## src/design/byte_translate_delete_squeeze_top_defines.svh

```systemverilog
// Assertion macros used by the byte filter top level.
`ifndef BYTE_TRANSLATE_DELETE_SQUEEZE_TOP_DEFINES_SVH
`define BYTE_TRANSLATE_DELETE_SQUEEZE_TOP_DEFINES_SVH
`ifndef SYNTHESIS
`define BTS_ASSERT(name, clk, rstn, prop) \
    name: assert property (@(posedge clk) disable iff (!rstn) (prop)) \
        else $error("bts: assertion failed");
`define BTS_ASSERT_IMPL(name, clk, rstn, ante, cons) \
    name: assert property (@(posedge clk) disable iff (!rstn) (ante) |-> (cons)) \
        else $error("bts: implication failed");
`else
`define BTS_ASSERT(name, clk, rstn, prop)
`define BTS_ASSERT_IMPL(name, clk, rstn, ante, cons)
`endif
`endif

```

## src/design/bts_pkg.sv

```systemverilog
// Types and constants shared by the byte filter modules.
package bts_pkg;

    localparam int BYTE_W    = 8;
    localparam int CFG_IDX_W = 1;
    localparam int TABLE_D   = 1 << BYTE_W;

    localparam logic MODE_DATA  = 1'b0;
    localparam logic MODE_WRITE = 1'b1;

    typedef logic [BYTE_W-1:0] byte_t;

    typedef enum logic [CFG_IDX_W-1:0] {
        REG_DELETE_ENABLE  = 1'b0,
        REG_SQUEEZE_ENABLE = 1'b1
    } cfg_reg_t;

    typedef enum logic {
        KIND_DATA,
        KIND_WRITE
    } item_kind_t;

    typedef struct packed {
        item_kind_t kind;
        byte_t      addr;
        byte_t      mapped;
        logic       del_mark;
        logic       sq_mark;
    } queue_item_t;

    typedef struct packed {
        logic        valid;
        queue_item_t item;
    } queue_head_t;

    typedef struct packed {
        logic delete_enable;
        logic squeeze_enable;
    } filter_cfg_t;

endpackage

```

## src/design/bts_in_if.sv

```systemverilog
// Input request channel: data bytes and table writes.
interface bts_in_if;
    logic                        valid;
    logic                        ready;
    logic                        mode;
    logic [bts_pkg::BYTE_W-1:0]  data_byte;
    logic [bts_pkg::BYTE_W-1:0]  entry_index;
    logic [bts_pkg::BYTE_W-1:0]  mapped_byte;
    logic                        delete_mark;
    logic                        squeeze_mark;

    modport source (
        output valid, mode, data_byte, entry_index, mapped_byte, delete_mark, squeeze_mark,
        input  ready
    );
    modport sink (
        input  valid, mode, data_byte, entry_index, mapped_byte, delete_mark, squeeze_mark,
        output ready
    );
endinterface

```

## src/design/bts_out_if.sv

```systemverilog
// Output request channel: filtered bytes.
interface bts_out_if;
    logic                        valid;
    logic                        ready;
    logic [bts_pkg::BYTE_W-1:0]  out_byte;

    modport source (
        output valid, out_byte,
        input  ready
    );
    modport sink (
        input  valid, out_byte,
        output ready
    );
endinterface

```

## src/design/bts_cfg_if.sv

```systemverilog
// Configuration write channel.
interface bts_cfg_if;
    logic                           valid;
    logic                           ready;
    logic [bts_pkg::CFG_IDX_W-1:0]  index;
    logic                           data;

    modport source (
        output valid, index, data,
        input  ready
    );
    modport sink (
        input  valid, index, data,
        output ready
    );
endinterface

```

## src/design/bts_front.sv

```systemverilog
// Front end: accept and classify requests into a short queue.
module bts_front #(
    parameter int QUEUE_DEPTH = 2
) (
    input  logic                                 clk,
    input  logic                                 rst_n,
    bts_in_if.sink                               in_ch,
    input  logic                                 pop,
    output bts_pkg::queue_head_t                 head,
    output logic [$clog2(QUEUE_DEPTH+1)-1:0]     count
);
    import bts_pkg::*;

    localparam int PTR_W = $clog2(QUEUE_DEPTH);
    localparam int CNT_W = $clog2(QUEUE_DEPTH + 1);

    queue_item_t       q_mem [QUEUE_DEPTH];
    logic [PTR_W-1:0]  wr_ptr_reg, wr_ptr_next;
    logic [PTR_W-1:0]  rd_ptr_reg, rd_ptr_next;
    logic [CNT_W-1:0]  count_reg, count_next;
    queue_item_t       in_item;
    logic              push;
    logic              pop_ok;

    // Table writes address by entry_index, data bytes by the byte itself.
    always_comb
    begin
        in_item.kind     = (in_ch.mode == MODE_WRITE) ? KIND_WRITE : KIND_DATA;
        in_item.addr     = (in_ch.mode == MODE_WRITE) ? in_ch.entry_index : in_ch.data_byte;
        in_item.mapped   = in_ch.mapped_byte;
        in_item.del_mark = in_ch.delete_mark;
        in_item.sq_mark  = in_ch.squeeze_mark;
    end

    assign in_ch.ready = (count_reg != CNT_W'(QUEUE_DEPTH));
    assign push        = in_ch.valid && in_ch.ready;
    assign pop_ok      = pop && (count_reg != '0);

    always_comb
    begin
        wr_ptr_next = wr_ptr_reg;
        rd_ptr_next = rd_ptr_reg;
        count_next  = count_reg;
        if (push)
        begin
            wr_ptr_next = (wr_ptr_reg == PTR_W'(QUEUE_DEPTH - 1)) ? '0 : wr_ptr_reg + 1'b1;
        end
        if (pop_ok)
        begin
            rd_ptr_next = (rd_ptr_reg == PTR_W'(QUEUE_DEPTH - 1)) ? '0 : rd_ptr_reg + 1'b1;
        end
        case ({push, pop_ok})
            2'b10:   count_next = count_reg + 1'b1;
            2'b01:   count_next = count_reg - 1'b1;
            default: count_next = count_reg;
        endcase
    end

    always_ff @(posedge clk or negedge rst_n)
    begin
        if (!rst_n)
        begin
            wr_ptr_reg <= '0;
            rd_ptr_reg <= '0;
            count_reg  <= '0;
        end
        else
        begin
            wr_ptr_reg <= wr_ptr_next;
            rd_ptr_reg <= rd_ptr_next;
            count_reg  <= count_next;
        end
    end

    always_ff @(posedge clk)
    begin
        if (push)
        begin
            q_mem[wr_ptr_reg] <= in_item;
        end
    end

    assign head.valid = (count_reg != '0);
    assign head.item  = q_mem[rd_ptr_reg];
    assign count      = count_reg;

endmodule

```

## src/design/bts_back.sv

```systemverilog
// Back end: table lookups, delete and squeeze decision, output register.
module bts_back (
    input  logic                  clk,
    input  logic                  rst_n,
    input  bts_pkg::queue_head_t  head,
    input  bts_pkg::filter_cfg_t  cfg,
    output logic                  pop,
    bts_out_if.source             out_ch
);
    import bts_pkg::*;

    typedef struct packed {
        byte_t mapped;
        logic  del_mark;
    } xlat_entry_t;

    // Translation and delete mark, read by input byte.
    xlat_entry_t        xlat_mem [TABLE_D];
    // Squeeze mark, read by translated byte.
    logic               sq_mem [TABLE_D];
    // Rows written since reset; an unwritten row reads as identity, no marks.
    logic [TABLE_D-1:0] written_reg;

    logic               adv;

    logic               s1_valid_reg;
    queue_item_t        s1_item_reg;
    xlat_entry_t        xlat_rd_reg;
    logic               s1_hit_reg;
    byte_t              s1_xlat;
    logic               s1_del;

    logic               s2_valid_reg;
    item_kind_t         s2_kind_reg;
    byte_t              s2_xlat_reg;
    logic               s2_del_reg;
    logic               s2_hit_reg;
    logic               sq_rd_reg;

    logic               deleted;
    logic               squeezed;
    logic               emit;

    logic               out_valid_reg;
    byte_t              out_byte_reg;
    byte_t              prev_reg;
    logic               prev_valid_reg;

    // Advance the whole pipe unless the output register is stuck.
    assign adv = !out_valid_reg || out_ch.ready;
    assign pop = head.valid && adv;

    // Stage 1: read translation by input byte, write the row on a table request.
    always_ff @(posedge clk)
    begin
        if (pop)
        begin
            xlat_rd_reg <= xlat_mem[head.item.addr];
            s1_hit_reg  <= written_reg[head.item.addr];
            s1_item_reg <= head.item;
            if (head.item.kind == KIND_WRITE)
            begin
                xlat_mem[head.item.addr] <= '{mapped: head.item.mapped,
                                              del_mark: head.item.del_mark};
            end
        end
    end

    always_ff @(posedge clk or negedge rst_n)
    begin
        if (!rst_n)
        begin
            written_reg <= '0;
        end
        else if (pop && (head.item.kind == KIND_WRITE))
        begin
            written_reg[head.item.addr] <= 1'b1;
        end
    end

    assign s1_xlat = s1_hit_reg ? xlat_rd_reg.mapped : s1_item_reg.addr;
    assign s1_del  = s1_hit_reg & xlat_rd_reg.del_mark;

    // Stage 2: read squeeze mark by translated byte.
    always_ff @(posedge clk)
    begin
        if (adv)
        begin
            sq_rd_reg   <= sq_mem[s1_xlat];
            s2_hit_reg  <= written_reg[s1_xlat];
            s2_kind_reg <= s1_item_reg.kind;
            s2_xlat_reg <= s1_xlat;
            s2_del_reg  <= s1_del;
            if (s1_valid_reg && (s1_item_reg.kind == KIND_WRITE))
            begin
                sq_mem[s1_item_reg.addr] <= s1_item_reg.sq_mark;
            end
        end
    end

    always_comb
    begin
        deleted  = cfg.delete_enable & s2_del_reg;
        squeezed = cfg.squeeze_enable & s2_hit_reg & sq_rd_reg & prev_valid_reg
                   & (prev_reg == s2_xlat_reg);
        emit     = s2_valid_reg && (s2_kind_reg == KIND_DATA) && !deleted && !squeezed;
    end

    always_ff @(posedge clk or negedge rst_n)
    begin
        if (!rst_n)
        begin
            s1_valid_reg   <= 1'b0;
            s2_valid_reg   <= 1'b0;
            out_valid_reg  <= 1'b0;
            prev_reg       <= '0;
            prev_valid_reg <= 1'b0;
        end
        else if (adv)
        begin
            s1_valid_reg  <= head.valid;
            s2_valid_reg  <= s1_valid_reg;
            out_valid_reg <= emit;
            if (emit)
            begin
                prev_reg       <= s2_xlat_reg;
                prev_valid_reg <= 1'b1;
            end
        end
    end

    always_ff @(posedge clk)
    begin
        if (adv && emit)
        begin
            out_byte_reg <= s2_xlat_reg;
        end
    end

    assign out_ch.valid    = out_valid_reg;
    assign out_ch.out_byte = out_byte_reg;

endmodule

```

## src/design/byte_translate_delete_squeeze_top.sv

```systemverilog
// Top level of the streaming byte translate, delete and squeeze filter.
//
// Channels: in_ch carries requests, either a data byte (mode 0) or a table
// write (mode 1) that sets the translation, delete mark and squeeze mark of
// one index. out_ch carries the bytes kept in the stream, zero or one per
// data byte. cfg_ch writes delete_enable (index 0) and squeeze_enable
// (index 1); it is always ready. The user must write it only while the block
// is idle; the block does not enforce this. A data byte passes the queue,
// stage 1, stage 2 and the output register to out_ch. Throughput: one request
// per cycle unless out_ch stalls, set by the single read port of each table,
// one lookup per pipeline stage. A table write takes effect for the very
// next request. Reset clears the enables, the last emitted byte and the row
// written flags, so every table row reads as identity with no marks; no
// clearing pass. When out_ch stalls, the pipeline holds and the front queue
// keeps taking requests until it fills, then in_ch.ready drops.
`include "byte_translate_delete_squeeze_top_defines.svh"
module byte_translate_delete_squeeze_top #(
    parameter int QUEUE_DEPTH = 2
) (
    input  logic       clk,
    input  logic       rst_n,
    bts_in_if.sink     in_ch,
    bts_out_if.source  out_ch,
    bts_cfg_if.sink    cfg_ch
);
    import bts_pkg::*;

    localparam int CNT_W = $clog2(QUEUE_DEPTH + 1);

    filter_cfg_t       cfg_reg;
    queue_head_t       head;
    logic              pop;
    logic [CNT_W-1:0]  count;
    logic              push;

    assign cfg_ch.ready = 1'b1;
    assign push         = in_ch.valid && in_ch.ready;

    always_ff @(posedge clk or negedge rst_n)
    begin
        if (!rst_n)
        begin
            cfg_reg <= '0;
        end
        else if (cfg_ch.valid && cfg_ch.ready)
        begin
            case (cfg_reg_t'(cfg_ch.index))
                REG_DELETE_ENABLE:  cfg_reg.delete_enable  <= cfg_ch.data;
                REG_SQUEEZE_ENABLE: cfg_reg.squeeze_enable <= cfg_ch.data;
                default:            cfg_reg                <= cfg_reg;
            endcase
        end
    end

    bts_front #(
        .QUEUE_DEPTH (QUEUE_DEPTH)
    ) u_front (
        .clk   (clk),
        .rst_n (rst_n),
        .in_ch (in_ch),
        .pop   (pop),
        .head  (head),
        .count (count)
    );

    bts_back u_back (
        .clk    (clk),
        .rst_n  (rst_n),
        .head   (head),
        .cfg    (cfg_reg),
        .pop    (pop),
        .out_ch (out_ch)
    );

    `BTS_ASSERT(a_queue_bound, clk, rst_n, count <= CNT_W'(QUEUE_DEPTH))
    `BTS_ASSERT(a_push_fills, clk, rst_n, (push && !pop) |=> (count == $past(count) + 1'b1))
    `BTS_ASSERT_IMPL(a_pop_has_item, clk, rst_n, pop, count != '0)

endmodule
```

## src/flat_wrapper.sv

```systemverilog
// flat-port wrapper written by rule: the top's interface ports become plain ports
module byte_translate_delete_squeeze_top_flat import bts_pkg::*;
#(
    parameter int QUEUE_DEPTH = 2
)
  (clk, rst_n, in_ch_valid, in_ch_mode, in_ch_data_byte, in_ch_entry_index, in_ch_mapped_byte, in_ch_delete_mark, in_ch_squeeze_mark, in_ch_ready, out_ch_valid, out_ch_out_byte, out_ch_ready, cfg_ch_valid, cfg_ch_index, cfg_ch_data, cfg_ch_ready);
  bts_in_if in_ch_i ();
  bts_out_if out_ch_i ();
  bts_cfg_if cfg_ch_i ();
  input  logic clk;
  input  logic rst_n;
  input wire logic [$bits(in_ch_i.valid)-1:0] in_ch_valid;
  input wire logic [$bits(in_ch_i.mode)-1:0] in_ch_mode;
  input wire logic [$bits(in_ch_i.data_byte)-1:0] in_ch_data_byte;
  input wire logic [$bits(in_ch_i.entry_index)-1:0] in_ch_entry_index;
  input wire logic [$bits(in_ch_i.mapped_byte)-1:0] in_ch_mapped_byte;
  input wire logic [$bits(in_ch_i.delete_mark)-1:0] in_ch_delete_mark;
  input wire logic [$bits(in_ch_i.squeeze_mark)-1:0] in_ch_squeeze_mark;
  output wire logic [$bits(in_ch_i.ready)-1:0] in_ch_ready;
  output wire logic [$bits(out_ch_i.valid)-1:0] out_ch_valid;
  output wire logic [$bits(out_ch_i.out_byte)-1:0] out_ch_out_byte;
  input wire logic [$bits(out_ch_i.ready)-1:0] out_ch_ready;
  input wire logic [$bits(cfg_ch_i.valid)-1:0] cfg_ch_valid;
  input wire logic [$bits(cfg_ch_i.index)-1:0] cfg_ch_index;
  input wire logic [$bits(cfg_ch_i.data)-1:0] cfg_ch_data;
  output wire logic [$bits(cfg_ch_i.ready)-1:0] cfg_ch_ready;
  assign in_ch_i.valid = in_ch_valid;
  assign in_ch_i.mode = in_ch_mode;
  assign in_ch_i.data_byte = in_ch_data_byte;
  assign in_ch_i.entry_index = in_ch_entry_index;
  assign in_ch_i.mapped_byte = in_ch_mapped_byte;
  assign in_ch_i.delete_mark = in_ch_delete_mark;
  assign in_ch_i.squeeze_mark = in_ch_squeeze_mark;
  assign in_ch_ready = in_ch_i.ready;
  assign out_ch_valid = out_ch_i.valid;
  assign out_ch_out_byte = out_ch_i.out_byte;
  assign out_ch_i.ready = out_ch_ready;
  assign cfg_ch_i.valid = cfg_ch_valid;
  assign cfg_ch_i.index = cfg_ch_index;
  assign cfg_ch_i.data = cfg_ch_data;
  assign cfg_ch_ready = cfg_ch_i.ready;
  byte_translate_delete_squeeze_top #(.QUEUE_DEPTH(QUEUE_DEPTH)) u_core (.clk(clk), .rst_n(rst_n), .in_ch(in_ch_i), .out_ch(out_ch_i), .cfg_ch(cfg_ch_i));
endmodule
```

## config.mk

```make
export PLATFORM = sky130hd
export DESIGN_NAME = byte_translate_delete_squeeze_top_flat
export DESIGN_NICKNAME = d
export VERILOG_FILES = /design/src/design/bts_pkg.sv /design/src/design/bts_in_if.sv /design/src/design/bts_out_if.sv /design/src/design/bts_cfg_if.sv /design/src/design/bts_front.sv /design/src/design/bts_back.sv /design/src/design/byte_translate_delete_squeeze_top.sv /design/src/flat_wrapper.sv
export VERILOG_INCLUDE_DIRS = /design/src /design/src/design
export SDC_FILE = /design/constraint.sdc
export NUM_CORES = 2
export LEC_CHECK = 0
export ABC_AREA = 1
export BUFFER_PORTS_ARGS = -buffer_cell sky130_fd_sc_hd__buf_2
export CAP_MARGIN = 15
export CORE_MARGIN = 2
export CORE_UTILIZATION = 50
export DETAILED_ROUTE_END_ITERATION = 16
export HOLD_SLACK_MARGIN = 0.08
export PLACE_DENSITY = 0.74
export SKIP_CTS_REPAIR_TIMING = 1
export SYNTH_ARGS = -nofsm -noshare
export SYNTH_HDL_FRONTEND = slang
export SYNTH_HIERARCHICAL = 1
export SYNTH_SLANG_ARGS = --single-unit
```

## constraint.sdc

```tcl
create_clock -name clk -period 8.1 [get_ports clk]
set_clock_uncertainty 0.1 [all_clocks]
set_input_delay 0.405 -clock clk [delete_from_list [all_inputs] [get_ports clk]]
set_output_delay 0.405 -clock clk [all_outputs]
set_load 0.05 [all_outputs]
```

==> metrics.cfg <==
[outcome]
outcome = finished, final reports clean

[worst_setup_path]
crit_chain = inv_1 > nand2_1 > nand2_1 > nand2_2 > buf_4 > inv_6 > buf_4 > nand2_1 > nand2_1 > o21ai_1 > nand2_1 > nor2_1 > nand2_1 > nor2_1 > nand2_1
critPathMaxStageDelay_ns = 1.06
path_max_fanout = 60
timing.rr.start = u_core/u_front/rd_ptr_reg$_DFFE_PN0P_
crit_slowest_cell = o21ai_1
startpoint_type = register
crit_type = reg -> reg
worstPathRequired_ns = 8.71
critPathArrivalTime_ns = 6.91
reg2reg_slack_ns = 1.80
r2r-end = u_core/u_back/xlat_rd_reg[4]$_DFFE_PP_
worstSetupEndpointType = register
cpMostUsedCell = nand2_1
r2r_cells = 15

[synth]
synth_top_area_share_pct = 68.1
yosysUniqueCellTypes = 40
synth_edf_count = 2638
synth.avg_cell_area_sq_um = 12.7
synthCells = 9149
synth_area_leader_cell = edfxtp_1
synth_area_sq_um = 116000
mappedNetlistNets = 9184
async_reset_ff_share_pct = 9.41
synthFlopType = edfxtp_1
synth_common_cells = 2638 x edfxtp_1, 2178 x nand2_1, 1280 x a22oi_1
ys_seq_area_share_pct = 74.0
yosys_warnings = 6
synth.area.top_cells = edfxtp_1 68%, a22oi_1 8.3%, nand2_1 7.0%
synth.most_common_cell = edfxtp_1
ys_seq_elements = 2912

[sta]
timing.fmax_mhz = 159
fin_ws_ns = 1.80
fin_setup_tns_ns = 0
finalSetupViolations = 0
slew_violations = 0
hold-worst-slack_ns = 0.0971
relSlewSlack_pct = 8.08
finalCritPeriodShare_pct = 77.8
rsz0062_at_grt = false
fin_crit_ns = 6.30
finalHoldViolCount = 0
tightestPinTransition_ns = 1.37

[cells_and_area]
drive_gt1_share_pct = 6.64
largest_reg_flops = 2304
fillers = 18009
fin_area_sq_um = 128000
final_nets = 9092
final_util_pct = 55.4
area_growth_pct = 10.4

[die]
initial_utilization_pct = 50.1
die-height_um = 486
fp.dieArea_sq_um = 237000
num_rows = 177
ios = 45
core_sq_um = 232000
die_w_um = 486

[worst_hold_path]
hold_class = in -> reg
min_path_cells = 2
holdCritStartpoint = in_ch_mapped_byte[2]
min_to = u_core/u_front/q_mem[1][4]$_DFFE_PP_

[clocking]
clk_pin_slew_ns = 0.06
clock-sinks = 2912
cts_tree = done
clock_latency_ns = 0.94
cts_buffers = 293
cts_buffer_depth = 4
htreeDepth = 5
clockRootBuffer = clkbuf_16

[power_and_ir_drop]
p_per_area_nw_per_um2 = 390
ir_drop_uv = 384
leakage_nw = 45.9

[global_routing]
grt_max_degree = 257
grt_pass1_wl_mm = 490
grt_pass1_vias = 76028
gr-total-overflow = 0
antenna_found_initial = 12
grt_util_all_layers_pct = 27.6

[drt]
ant_nets = 0
via_per_inst = 6.39
drt_iter0_markers = 12824
route.detailed.wl_per_inst_um = 27.2
routed_wirelength_mm = 334
drc = 0
drtPass1Iterations = 9
dr_total_vias = 78553

[place]
port_buffers = 43
dp_slack_ns = 1.90
place_area_sq_um = 119000
gp_congestion = 0.941
place_hpwl_mm = 187

[job]
cap_violations = 0

-- worst max-delay path by stage --
stage                                                     start                                       end  slack, ns
final                     u_core/u_front/rd_ptr_reg$_DFFE_PN0P_    u_core/u_back/xlat_rd_reg[4]$_DFFE_PP_       1.80
after global routing      u_core/u_front/rd_ptr_reg$_DFFE_PN0P_    u_core/u_back/xlat_rd_reg[4]$_DFFE_PP_       1.91
after detailed placement  u_core/u_front/rd_ptr_reg$_DFFE_PN0P_  u_core/u_back/xlat_mem[134][8]$_DFFE_PP_       1.90
after CTS                 u_core/u_front/rd_ptr_reg$_DFFE_PN0P_  u_core/u_back/xlat_mem[134][8]$_DFFE_PP_       1.80
after floorplan           u_core/u_front/rd_ptr_reg$_DFFE_PN0P_    u_core/u_back/xlat_mem[0][0]$_DFFE_PP_       3.49
after global placement    u_core/u_front/rd_ptr_reg$_DFFE_PN0P_    u_core/u_back/xlat_rd_reg[4]$_DFFE_PP_       2.12
-- report_power, final --
part / switching [mW] / internal [mW]
registers: 0.232 / 18.8
clock network: 5.45 / 7.19
logic: 14.3 / 4.11
-- final cells by class --
type,count,area (sq um),share of cell area [%]
clock inverter,117,885,0.689
multi-input combinational,5138,26000,20.2
timing repair buffer,216,2030,1.58
antenna,5,12.5,0.00974
sequential,2912,86100,67.0
tap,3043,3810,2.96
inverter,496,1880,1.46
clock buffer,374,7840,6.10
-- routing by layer --
metal / share of wire (%) / wire length (um) / vias to the layer above / global-route usage, %
met4: 5.8 / 19300 / 12 / 13.9
li1: - / - / 32898 / -
met2: 45 / 151000 / 5889 / 42.1
met3: 13 / 44400 / 1089 / 7.24
met5: 0.023 / 78 / - / 0
met1: 36 / 119000 / 38665 / 36.7
-- cell usage in the layout (no fill, tap or decap), types with 5 or more instances in the layout --
master         Yosys  final
inv_1            488    488
edfxtp_1        2638   2638
nand4_1          100    100
bufinv_16          0     12
a21oi_1           29     29
clkbuf_16          0    299
a22oi_1         1280   1280
nor2_1           615    606
nor2_4             1      8
o211ai_1          16     16
nand3_1          518    518
nand2_4            2     13
a21boi_0           7      7
dfrtp_1          274    274
clkinv_1           3     58
or2_2             13     13
clkbuf_1         225     67
nand3b_1           6      6
o21ai_0          337    334
nand2_1         2178   2149
clkinv_4           0      6
clkbuf_8           0      8
nor3_1             5      5
dlygate4sd3_1      0     38
diode_2            0      5
buf_4             24    102
clkinv_2           0     32
buf_2            285     42
buf_12             0     27
nand2_2            1     19
inv_6              0     11
-- logic make-up after synthesis --
logic type               after synthesis  synth area share (%)
AO/OA/AOI/OAI                       1683                  10.1
XOR/XNOR                               7                0.0527
adder cells (fa/ha/maj)                1                0.0107
buffers and inverters               1099                  3.93
flip-flops                          2912                  74.0
other                                  1               0.00322
AND/OR/NAND/NOR                     3446                  12.0
-- worst max-delay path: cells and delay by family (launching register included) --
family          cells  cell delay, ns
compound gates      1            1.06
buf+inv             4            1.89
flops               1            0.77
simple gates       10            2.16
-- stage by stage --
step | power (mW) | std cells
finish | 50.1 | 12301
global placement | 36.6 | 11761
global route | 51.6 | 12297
CTS | 49.4 | 12252
floorplan | 30.3 | 9149
detailed placement | 36.9 | 11761
Power figures use the tool's default switching activity.
